--- config.mk ---
export PLATFORM = sky130hd
export DESIGN_NAME = diameter_avp_code_scanner_core_flat
export DESIGN_NICKNAME = d
export VERILOG_FILES = /design/src/rtl/dacs_pkg.sv /design/src/rtl/dacs_if.sv /design/src/rtl/dacs_scan.sv /design/src/rtl/dacs_queue.sv /design/src/rtl/diameter_avp_code_scanner_core.sv /design/src/flat_wrapper.sv
export SDC_FILE = /design/constraint.sdc
export NUM_CORES = 1
export LEC_CHECK = 0
export BUFFER_PORTS_ARGS = -buffer_cell sky130_fd_sc_hd__buf_4
export CORE_ASPECT_RATIO = 1.75
export CORE_MARGIN = 10
export CORE_UTILIZATION = 60
export DETAILED_ROUTE_END_ITERATION = 10
export GPL_ROUTABILITY_DRIVEN = 0
export HOLD_SLACK_MARGIN = 0.08
export PLACE_DENSITY_LB_ADDON = 0.3
export SYNTH_ARGS = -nofsm -noshare
export SYNTH_HDL_FRONTEND = slang
export SYNTH_SLANG_ARGS = --single-unit
export TNS_END_PERCENT = 50
--- constraint.sdc ---
create_clock -name clk -period 6.9 [get_ports clk]
set_clock_uncertainty 0.15 [all_clocks]
set_input_delay 0.345 -clock clk [delete_from_list [all_inputs] [get_ports clk]]
set_output_delay 0.345 -clock clk [all_outputs]
set_load 0.01 [all_outputs]
--- src/rtl/dacs_pkg.sv ---
// dacs_pkg: shared constants, codes and result types of the avp code scanner
// no dependencies; used by the channel interfaces and every module

package dacs_pkg;

    localparam int MAX_MATCHES  = 16;
    localparam int REGION_BYTES = 65536;

    localparam int POS_W  = $clog2(REGION_BYTES + 1);
    localparam int NEXT_W = $clog2(REGION_BYTES + (1 << 24));
    localparam int CNT_W  = $clog2(MAX_MATCHES + 1);

    localparam int OFF_W   = 16;
    localparam int IDX_W   = 4;
    localparam int COUNT_W = 5;

    localparam int QUEUE_DEPTH = 4;
    localparam int QPTR_W      = $clog2(QUEUE_DEPTH);
    localparam int QCNT_W      = $clog2(QUEUE_DEPTH + 1);

    typedef enum logic
    {
        KIND_MATCH   = 1'b0,
        KIND_SUMMARY = 1'b1
    } kind_t;

    typedef enum logic [2:0]
    {
        ST_OK        = 3'd0,
        ST_NONE      = 3'd1,
        ST_ZERO_LEN  = 3'd2,
        ST_TRUNCATED = 3'd3,
        ST_TOO_LONG  = 3'd4
    } status_t;

    typedef struct packed
    {
        kind_t                kind;
        logic [OFF_W-1:0]     avp_offset;
        logic [OFF_W-1:0]     data_offset;
        logic [IDX_W-1:0]     match_index;
        logic [COUNT_W-1:0]   match_count;
        status_t              status;
        logic                 end_of_run;
    } result_t;

    // up to two results per byte: a match and the summary
    typedef struct packed
    {
        logic    first_valid;
        logic    second_valid;
        result_t first;
        result_t second;
    } push_t;

endpackage

--- src/rtl/dacs_if.sv ---
// dacs_if: valid/ready channel interfaces for bytes in, results out and config
// depends on dacs_pkg

interface dacs_byte_if;
    logic       valid;
    logic       ready;
    logic [7:0] data_byte;
    logic       last_byte;

    modport source (output valid, data_byte, last_byte, input ready);
    modport sink   (input valid, data_byte, last_byte, output ready);
endinterface

interface dacs_result_if;
    logic                          valid;
    logic                          ready;
    logic                          kind;
    logic [dacs_pkg::OFF_W-1:0]    avp_offset;
    logic [dacs_pkg::OFF_W-1:0]    data_offset;
    logic [dacs_pkg::IDX_W-1:0]    match_index;
    logic [dacs_pkg::COUNT_W-1:0]  match_count;
    logic [2:0]                    status;
    logic                          end_of_run;

    modport source (output valid, kind, avp_offset, data_offset, match_index,
                    match_count, status, end_of_run, input ready);
    modport sink   (input valid, kind, avp_offset, data_offset, match_index,
                    match_count, status, end_of_run, output ready);
endinterface

interface dacs_cfg_if;
    logic        valid;
    logic        ready;
    logic [31:0] target_code;

    modport source (output valid, target_code, input ready);
    modport sink   (input valid, target_code, output ready);
endinterface

--- src/rtl/dacs_scan.sv ---
// dacs_scan: input byte register and per-byte header scan state
// depends on dacs_pkg; pushes up to two results per byte into dacs_queue

module dacs_scan
(
    input  logic                 clk,
    input  logic                 rst_n,
    input  logic                 in_valid,
    output logic                 in_ready,
    input  logic [7:0]           in_byte,
    input  logic                 in_last,
    input  logic [31:0]          target_code,
    input  logic                 queue_room,
    output dacs_pkg::push_t      push
);

    typedef enum logic [2:0]
    {
        MODE_SCAN = 3'd0,
        MODE_FULL = 3'd1,
        MODE_ZERO = 3'd2,
        MODE_LONG = 3'd4
    } mode_t;

    localparam logic [dacs_pkg::POS_W-1:0] POS_LIMIT =
        dacs_pkg::POS_W'(dacs_pkg::REGION_BYTES);
    localparam logic [dacs_pkg::CNT_W-1:0] CNT_LIMIT =
        dacs_pkg::CNT_W'(dacs_pkg::MAX_MATCHES);

    logic                          stg_valid_reg;
    logic [7:0]                    stg_byte_reg;
    logic                          stg_last_reg;
    logic [dacs_pkg::POS_W-1:0]    pos_reg,   pos_next;
    logic [dacs_pkg::NEXT_W-1:0]   start_reg, start_next;
    logic [63:0]                   shift_reg, shift_next;
    logic [3:0]                    fill_reg,  fill_next;
    logic [dacs_pkg::CNT_W-1:0]    found_reg, found_next;
    mode_t                         mode_reg,  mode_next;

    logic                          accept;
    logic                          advance;
    logic                          hit;
    logic [24:0]                   len_p3;
    logic [24:0]                   pad;
    dacs_pkg::result_t             match_item;
    dacs_pkg::result_t             summary_item;
    dacs_pkg::status_t             status_sel;

    assign in_ready = !stg_valid_reg || queue_room;
    assign accept   = in_valid && in_ready;
    assign advance  = stg_valid_reg && queue_room;

    always_comb
    begin
        pos_next   = pos_reg;
        start_next = start_reg;
        shift_next = shift_reg;
        fill_next  = fill_reg;
        found_next = found_reg;
        mode_next  = mode_reg;
        hit        = 1'b0;
        len_p3     = {1'b0, shift_reg[15:0], stg_byte_reg} + 25'd3;
        pad        = {len_p3[24:2], 2'b00};

        if (mode_reg == MODE_SCAN)
        begin
            if (pos_reg >= POS_LIMIT)
            begin
                mode_next = MODE_LONG;
            end
            else if (fill_reg != 4'd0 ||
                     dacs_pkg::NEXT_W'(pos_reg) == start_reg)
            begin
                shift_next = {shift_reg[55:0], stg_byte_reg};
                fill_next  = fill_reg + 4'd1;
                if (fill_reg == 4'd7)
                begin
                    fill_next = 4'd0;
                    if (shift_next[23:0] == 24'd0)
                    begin
                        mode_next = MODE_ZERO;
                    end
                    else
                    begin
                        if (shift_next[63:32] == target_code)
                        begin
                            hit        = 1'b1;
                            found_next = found_reg + 1'b1;
                            if (found_next >= CNT_LIMIT)
                            begin
                                mode_next = MODE_FULL;
                            end
                        end
                        start_next = start_reg + dacs_pkg::NEXT_W'(pad);
                        // overlapping next header reuses the last four bytes
                        if (mode_next == MODE_SCAN && pad == 25'd4)
                        begin
                            shift_next = {32'd0, shift_next[31:0]};
                            fill_next  = 4'd4;
                        end
                    end
                end
            end
        end

        if (pos_reg < POS_LIMIT)
        begin
            pos_next = pos_reg + 1'b1;
        end

        priority if (mode_next == MODE_ZERO)
            status_sel = dacs_pkg::ST_ZERO_LEN;
        else if (mode_next == MODE_LONG)
            status_sel = dacs_pkg::ST_TOO_LONG;
        else if (mode_next == MODE_FULL)
            status_sel = dacs_pkg::ST_OK;
        else if (fill_next != 4'd0)
            status_sel = dacs_pkg::ST_TRUNCATED;
        else if (found_next != '0)
            status_sel = dacs_pkg::ST_OK;
        else
            status_sel = dacs_pkg::ST_NONE;

        match_item.kind        = dacs_pkg::KIND_MATCH;
        match_item.avp_offset  = dacs_pkg::OFF_W'(start_reg);
        match_item.data_offset = dacs_pkg::OFF_W'(start_reg) +
                                 (shift_next[31] ? 16'd12 : 16'd8);
        match_item.match_index = dacs_pkg::IDX_W'(found_reg);
        match_item.match_count = '0;
        match_item.status      = dacs_pkg::ST_OK;
        match_item.end_of_run  = 1'b0;

        summary_item.kind        = dacs_pkg::KIND_SUMMARY;
        summary_item.avp_offset  = '0;
        summary_item.data_offset = '0;
        summary_item.match_index = '0;
        summary_item.match_count = dacs_pkg::COUNT_W'(found_next);
        summary_item.status      = status_sel;
        summary_item.end_of_run  = 1'b1;

        push.first_valid  = advance && (hit || stg_last_reg);
        push.second_valid = advance && hit && stg_last_reg;
        push.first        = hit ? match_item : summary_item;
        push.second       = summary_item;
    end

    always_ff @(posedge clk or negedge rst_n)
    begin
        if (!rst_n)
        begin
            stg_valid_reg <= 1'b0;
            stg_byte_reg  <= '0;
            stg_last_reg  <= 1'b0;
            pos_reg       <= '0;
            start_reg     <= '0;
            shift_reg     <= '0;
            fill_reg      <= '0;
            found_reg     <= '0;
            mode_reg      <= MODE_SCAN;
        end
        else
        begin
            if (accept)
            begin
                stg_valid_reg <= 1'b1;
                stg_byte_reg  <= in_byte;
                stg_last_reg  <= in_last;
            end
            else if (advance)
            begin
                stg_valid_reg <= 1'b0;
            end

            if (advance)
            begin
                if (stg_last_reg)
                begin
                    pos_reg   <= '0;
                    start_reg <= '0;
                    shift_reg <= '0;
                    fill_reg  <= '0;
                    found_reg <= '0;
                    mode_reg  <= MODE_SCAN;
                end
                else
                begin
                    pos_reg   <= pos_next;
                    start_reg <= start_next;
                    shift_reg <= shift_next;
                    fill_reg  <= fill_next;
                    found_reg <= found_next;
                    mode_reg  <= mode_next;
                end
            end
        end
    end

    a_found_bounded: assert property (@(posedge clk) disable iff (!rst_n)
        found_reg <= CNT_LIMIT)
        else $error("match count above limit");

    a_full_means_limit: assert property (@(posedge clk) disable iff (!rst_n)
        (mode_reg == MODE_FULL) |-> (found_reg == CNT_LIMIT))
        else $error("stopped mode without reaching match limit");

    a_summary_clears: assert property (@(posedge clk) disable iff (!rst_n)
        (advance && stg_last_reg) |=>
        (pos_reg == '0 && found_reg == '0 && fill_reg == 4'd0))
        else $error("run state not cleared after summary");

endmodule

--- src/rtl/dacs_queue.sv ---
// dacs_queue: four-entry result queue, two writes and one read per cycle
// depends on dacs_pkg; fed by dacs_scan

module dacs_queue
(
    input  logic                 clk,
    input  logic                 rst_n,
    input  dacs_pkg::push_t      push,
    output logic                 room,
    output logic                 out_valid,
    input  logic                 out_ready,
    output dacs_pkg::result_t    out_item
);

    dacs_pkg::result_t             mem [dacs_pkg::QUEUE_DEPTH];
    logic [dacs_pkg::QPTR_W-1:0]   wr_ptr_reg;
    logic [dacs_pkg::QPTR_W-1:0]   rd_ptr_reg;
    logic [dacs_pkg::QCNT_W-1:0]   count_reg, count_next;
    logic                          pop;
    logic [dacs_pkg::QCNT_W-1:0]   push_cnt;

    assign room      = count_reg <= dacs_pkg::QCNT_W'(dacs_pkg::QUEUE_DEPTH - 2);
    assign out_valid = count_reg != '0;
    assign out_item  = mem[rd_ptr_reg];
    assign pop       = out_valid && out_ready;
    assign push_cnt  = dacs_pkg::QCNT_W'(push.first_valid) +
                       dacs_pkg::QCNT_W'(push.second_valid);
    assign count_next = count_reg + push_cnt - dacs_pkg::QCNT_W'(pop);

    always_ff @(posedge clk)
    begin
        if (push.first_valid)
        begin
            mem[wr_ptr_reg] <= push.first;
        end
        if (push.second_valid)
        begin
            mem[wr_ptr_reg + 1'b1] <= push.second;
        end
    end

    always_ff @(posedge clk or negedge rst_n)
    begin
        if (!rst_n)
        begin
            wr_ptr_reg <= '0;
            rd_ptr_reg <= '0;
            count_reg  <= '0;
        end
        else
        begin
            wr_ptr_reg <= wr_ptr_reg + dacs_pkg::QPTR_W'(push_cnt);
            if (pop)
            begin
                rd_ptr_reg <= rd_ptr_reg + 1'b1;
            end
            count_reg <= count_next;
        end
    end

    a_count_bounded: assert property (@(posedge clk) disable iff (!rst_n)
        count_reg <= dacs_pkg::QCNT_W'(dacs_pkg::QUEUE_DEPTH))
        else $error("queue overflow");

    a_push_needs_room: assert property (@(posedge clk) disable iff (!rst_n)
        (push.first_valid || push.second_valid) |-> room)
        else $error("results pushed without two free entries");

    a_second_after_first: assert property (@(posedge clk) disable iff (!rst_n)
        push.second_valid |-> push.first_valid)
        else $error("second result slot used alone");

endmodule

--- src/rtl/diameter_avp_code_scanner_core.sv ---
// diameter_avp_code_scanner_core: top level of the avp code scanner
// depends on dacs_pkg, dacs_if, dacs_scan and dacs_queue
//
// Takes one byte of a Diameter AVP region per cycle, last byte marked, and
// emits a match record for each AVP whose code equals target_code (up to
// sixteen per region) followed by a summary with the match count and status.
// A byte passes an input register and the combinational header logic, and
// results leave through a four-entry queue; bytes are accepted every cycle
// while it has two free entries, which only a consumer holding ready low can
// take away. No clearing pass after reset. cfg is always ready; the user must
// write target_code only while the block is idle, which it does not enforce.

module diameter_avp_code_scanner_core
(
    input  logic                 clk,
    input  logic                 rst_n,
    dacs_byte_if.sink            bytes,
    dacs_result_if.source        results,
    dacs_cfg_if.sink             cfg
);

    logic [31:0]         target_code_reg;
    logic                queue_room;
    dacs_pkg::push_t     push;
    dacs_pkg::result_t   head;

    assign cfg.ready = 1'b1;

    always_ff @(posedge clk or negedge rst_n)
    begin
        if (!rst_n)
        begin
            target_code_reg <= '0;
        end
        else if (cfg.valid)
        begin
            target_code_reg <= cfg.target_code;
        end
    end

    dacs_scan u_scan
    (
        .clk         (clk),
        .rst_n       (rst_n),
        .in_valid    (bytes.valid),
        .in_ready    (bytes.ready),
        .in_byte     (bytes.data_byte),
        .in_last     (bytes.last_byte),
        .target_code (target_code_reg),
        .queue_room  (queue_room),
        .push        (push)
    );

    dacs_queue u_queue
    (
        .clk       (clk),
        .rst_n     (rst_n),
        .push      (push),
        .room      (queue_room),
        .out_valid (results.valid),
        .out_ready (results.ready),
        .out_item  (head)
    );

    assign results.kind        = head.kind;
    assign results.avp_offset  = head.avp_offset;
    assign results.data_offset = head.data_offset;
    assign results.match_index = head.match_index;
    assign results.match_count = head.match_count;
    assign results.status      = head.status;
    assign results.end_of_run  = head.end_of_run;

endmodule
--- src/flat_wrapper.sv ---
// flat-port wrapper written by rule: the top's interface ports become plain ports
module diameter_avp_code_scanner_core_flat 
  (clk, rst_n, bytes_valid, bytes_data_byte, bytes_last_byte, bytes_ready, results_valid, results_kind, results_avp_offset, results_data_offset, results_match_index, results_match_count, results_status, results_end_of_run, results_ready, cfg_valid, cfg_target_code, cfg_ready);
  dacs_byte_if bytes_i ();
  dacs_result_if results_i ();
  dacs_cfg_if cfg_i ();
  input  logic clk;
  input  logic rst_n;
  input wire logic [$bits(bytes_i.valid)-1:0] bytes_valid;
  input wire logic [$bits(bytes_i.data_byte)-1:0] bytes_data_byte;
  input wire logic [$bits(bytes_i.last_byte)-1:0] bytes_last_byte;
  output wire logic [$bits(bytes_i.ready)-1:0] bytes_ready;
  output wire logic [$bits(results_i.valid)-1:0] results_valid;
  output wire logic [$bits(results_i.kind)-1:0] results_kind;
  output wire logic [$bits(results_i.avp_offset)-1:0] results_avp_offset;
  output wire logic [$bits(results_i.data_offset)-1:0] results_data_offset;
  output wire logic [$bits(results_i.match_index)-1:0] results_match_index;
  output wire logic [$bits(results_i.match_count)-1:0] results_match_count;
  output wire logic [$bits(results_i.status)-1:0] results_status;
  output wire logic [$bits(results_i.end_of_run)-1:0] results_end_of_run;
  input wire logic [$bits(results_i.ready)-1:0] results_ready;
  input wire logic [$bits(cfg_i.valid)-1:0] cfg_valid;
  input wire logic [$bits(cfg_i.target_code)-1:0] cfg_target_code;
  output wire logic [$bits(cfg_i.ready)-1:0] cfg_ready;
  assign bytes_i.valid = bytes_valid;
  assign bytes_i.data_byte = bytes_data_byte;
  assign bytes_i.last_byte = bytes_last_byte;
  assign bytes_ready = bytes_i.ready;
  assign results_valid = results_i.valid;
  assign results_kind = results_i.kind;
  assign results_avp_offset = results_i.avp_offset;
  assign results_data_offset = results_i.data_offset;
  assign results_match_index = results_i.match_index;
  assign results_match_count = results_i.match_count;
  assign results_status = results_i.status;
  assign results_end_of_run = results_i.end_of_run;
  assign results_i.ready = results_ready;
  assign cfg_i.valid = cfg_valid;
  assign cfg_i.target_code = cfg_target_code;
  assign cfg_ready = cfg_i.ready;
  diameter_avp_code_scanner_core u_core (.clk(clk), .rst_n(rst_n), .bytes(bytes_i), .results(results_i), .cfg(cfg_i));
endmodule
==> impl_metrics.py <==
metrics = {
    "synthesis": {
        "synthCells": 1565,
        "yosys_warnings": 0,
        "ys_types": 72,
        "yosysSeqAreaShare_pct": 47.3,
        "ys.flop_type": "dfrtp_1",
        "postSynth.asyncResetShare_pct": 48.9,
        "synthesis.area_sq_mm": 0.0159,
        "ys_ff_latch": 321,
        "syn_area_per_cell_sq_um": 10.2,
        "synth_edf_count": 32,
    },
    "timing": {
        "worst_slack_ns": 2.24,
        "fin_setup_tns_ns": 0,
        "hold_viol": 0,
        "setup_viol": 0,
        "rsz0062_at_grt": "false",
        "fin_hold_ws_ns": 0.171,
        "finalMaxSlewViolations": 0,
        "worst_pin_slew_ns": 1.34,
        "fin_crit_sh_pct": 67.5,
        "clock.fmax_mhz": 215,
        "relSlewSlack_pct": 9.72,
        "finalCriticalPeriod_ns": 4.66,
    },
    "power": {
        "seq_power_share_pct": 40.8,
        "p_sw_share_pct": 35.9,
        "ir_drop_uv": 239,
        "clkPwrFrac_pct": 27.8,
        "p_leak_nw": 7.60,
        "p_total_mw": 5.90,
        "power_frac_comb_pct": 31.3,
        "p_per_area_mw_per_mm2": 324,
        "p_int_mw": 3.79,
        "switching_power_mw": 2.12,
    },
    "cts": {
        "path_clk_slew_ns": 0.07,
        "postCtsHoldBufs": 44,
        "cts_tree": "yes",
        "cts-root-buf": "clkbuf_16",
        "clock_latency_ns": 0.58,
        "htree_levels": 1,
        "cts_inserted_buffers": 29,
        "clkSinkCount": 321,
        "clockBufferDepth": 3,
        "cts_setup_buffers": 0,
        "cts_resized": 0,
    },
    "cells_and_area": {
        "design_area_sq_mm": 0.0182,
        "drive_gt1_share_pct": 16.1,
        "syn2layout_area_growth_pct": 14.4,
        "fin_nets": 1731,
        "antenna_cells": 0,
        "utilization_pct": 69.9,
        "finalNonFillerCells": 1991,
        "largest_reg_flops": 164,
    },
    "detailed_routing": {
        "vias": 12100,
        "drt_first_pass_iters": 5,
        "routed_wl_um": 40300,
        "ant_nets": 0,
        "drc_errors": 0,
        "wl_per_cell_um": 20.2,
        "viasPerCell": 6.08,
        "dr.first_iter.drc_count": 852,
    },
    "hold_path": {
        "hold_path.class": "in -> reg",
        "hold_depth": 2,
    },
    "placed_design": {
        "pre_cts_slack_ns": 2.31,
        "hpwl_um": 26900,
        "placed_area_sq_mm": 0.0168,
        "portBuffers": 89,
        "placedCellCount": 1893,
    },
    "job": {
        "maxCapViolCount": 0,
    },
    "critical_path": {
        "critPathRequiredTime_ns": 7.21,
        "worst-setup-path-type": "reg -> reg",
        "cp-start-kind": "flop",
        "worstPathArrival_ns": 4.97,
        "crit_path_end_kind": "flop",
        "r2r_cells": 16,
        "critical_path.max_fanout": 50,
    },
    "floorplan": {
        "die_w_um": 143,
        "start_util_pct": 61.1,
        "io_pins": 95,
        "die_area_sq_mm": 0.0337,
        "fp.dieH_um": 236,
        "row_count": 78,
        "core_area_sq_mm": 0.0261,
    },
    "global_routing": {
        "grt_overflow": 0,
        "grt_pass1_wl_um": 65700,
        "antenna_found_initial": 0,
        "grt_usage_pct": 23.9,
        "grt_max_degree": 82,
        "grt_pass1_vias": 12600,
    },
    "run_status": {
        "outcome": "finished clean",
    },
}
-- cells in the mapped netlist, types with 7 or more instances --
library cell	number	area, sq um
buf_1	12	45.0
nand2_1	213	800
nand3_1	25	125
xnor2_1	88	771
inv_1	28	105
nor2_1	145	544
nand2b_1	7	43.8
a22o_1	63	552
dfxtp_1	132	2640
and2_1	32	200
nor4_1	12	75.1
mux4_2	41	923
ha_1	35	438
o21ai_0	40	200
a21oi_1	94	470
nand4_1	23	144
nor3_1	24	120
mux2i_1	71	711
buf_2	12	60.1
and3_1	14	87.6
dfrtp_1	157	3930
xor2_1	35	307
edfxtp_1	32	961
a21o_1	14	105
o31ai_1	9	67.6
clkbuf_1	72	270
mux2_2	43	484
or3_1	7	43.8
-- cells by family after synthesis --
group | count (synthesis) | share of synthesized area [%]
other cells | 2 | 0.0472
buf+inv | 131 | 3.33
mux | 155 | 13.3
flops | 321 | 47.3
compound gates | 264 | 11.0
simple gates | 532 | 15.2
fa+ha+maj | 37 | 3.00
xor+xnor | 123 | 6.76
-- cell usage in the layout, fill, tap and decap left out, drive strengths merged, types with 35 or more instances in the layout --
master	instances
xnor2	88
a22o	63
ha	35
xor2	35
a21oi	95
dfxtp	132
buf	108
dfrtp	157
mux2	43
nor2	147
nand2	213
clkbuf	41
dlygate4sd3	44
mux2i	71
mux4	41
o21ai	42
-- power groups by stage --
| stage | Clock (mW) | Combinational [mW] | Sequential, mW |
|---|---|---|---|
| 2_1_floorplan | 0 | 1.41 | 2.27 |
| 3_3_place_gp | 0 | 1.80 | 2.43 |
| 3_5_place_dp | 0 | 1.83 | 2.44 |
| 4_1_cts | 1.67 | 1.86 | 2.41 |
| 5_1_grt | 1.74 | 2.03 | 2.44 |
| 6_report | 1.64 | 1.85 | 2.41 |
-- area by class of cell --
class / instances / area, sq um
Multi-Input combinational cell: 1116 / 7950
Inverter: 28 / 105
Fill cell: 1927 / 7830
Sequential cell: 321 / 7530
Clock buffer: 41 / 853
Tap cell: 320 / 400
Timing Repair Buffer: 152 / 1250
Clock inverter: 13 / 128
-- path summary, 6_finish.rpt --
path | endpoint | startpoint | slack [ns]
max | u_core.u_queue.count_reg[2] | u_core.u_scan.stg_byte_reg[6] | 2.24
min | u_core.target_code_reg[14] | cfg_valid | 0.17
max reg2reg | u_core.u_queue.count_reg[2] | u_core.u_scan.stg_byte_reg[6] | 2.24
min reg2reg | u_core.u_queue.mem[3][34] | u_core.u_queue.mem[3][34] | 0.30
max in group asynchronous | u_core.u_queue.rd_ptr_reg[0] | rst_n | 4.82
min in group asynchronous | u_core.u_scan.start_reg[18] | rst_n | 0.22
-- metal layers --
layer,vias up,track usage (%),part of all wire (%),wire length [um]
met5,-,0,0,0
met4,0,10.4,4.0,1620
met3,99,2.66,4.4,1780
met2,354,44.1,55,22100
met1,6002,26.6,37,14700
li1,5656,-,-,-
-- critical path, stage by stage, from the launching register on --
cell and delay (ns):
dfrtp_1 0.45, nor4_1 0.60, and3_1 0.31, a21boi_1 0.12
and4_1 0.23, buf_4 0.26, o21ai_1 0.70, inv_1 0.14
ha_1 0.34, inv_1 0.05, ha_1 0.27, inv_1 0.06
ha_1 0.13, inv_1 0.04, fa_1 0.37, xor2_1 0.18
xnor2_1 0.13
Note: power is estimated with default switching activity, not from simulation.
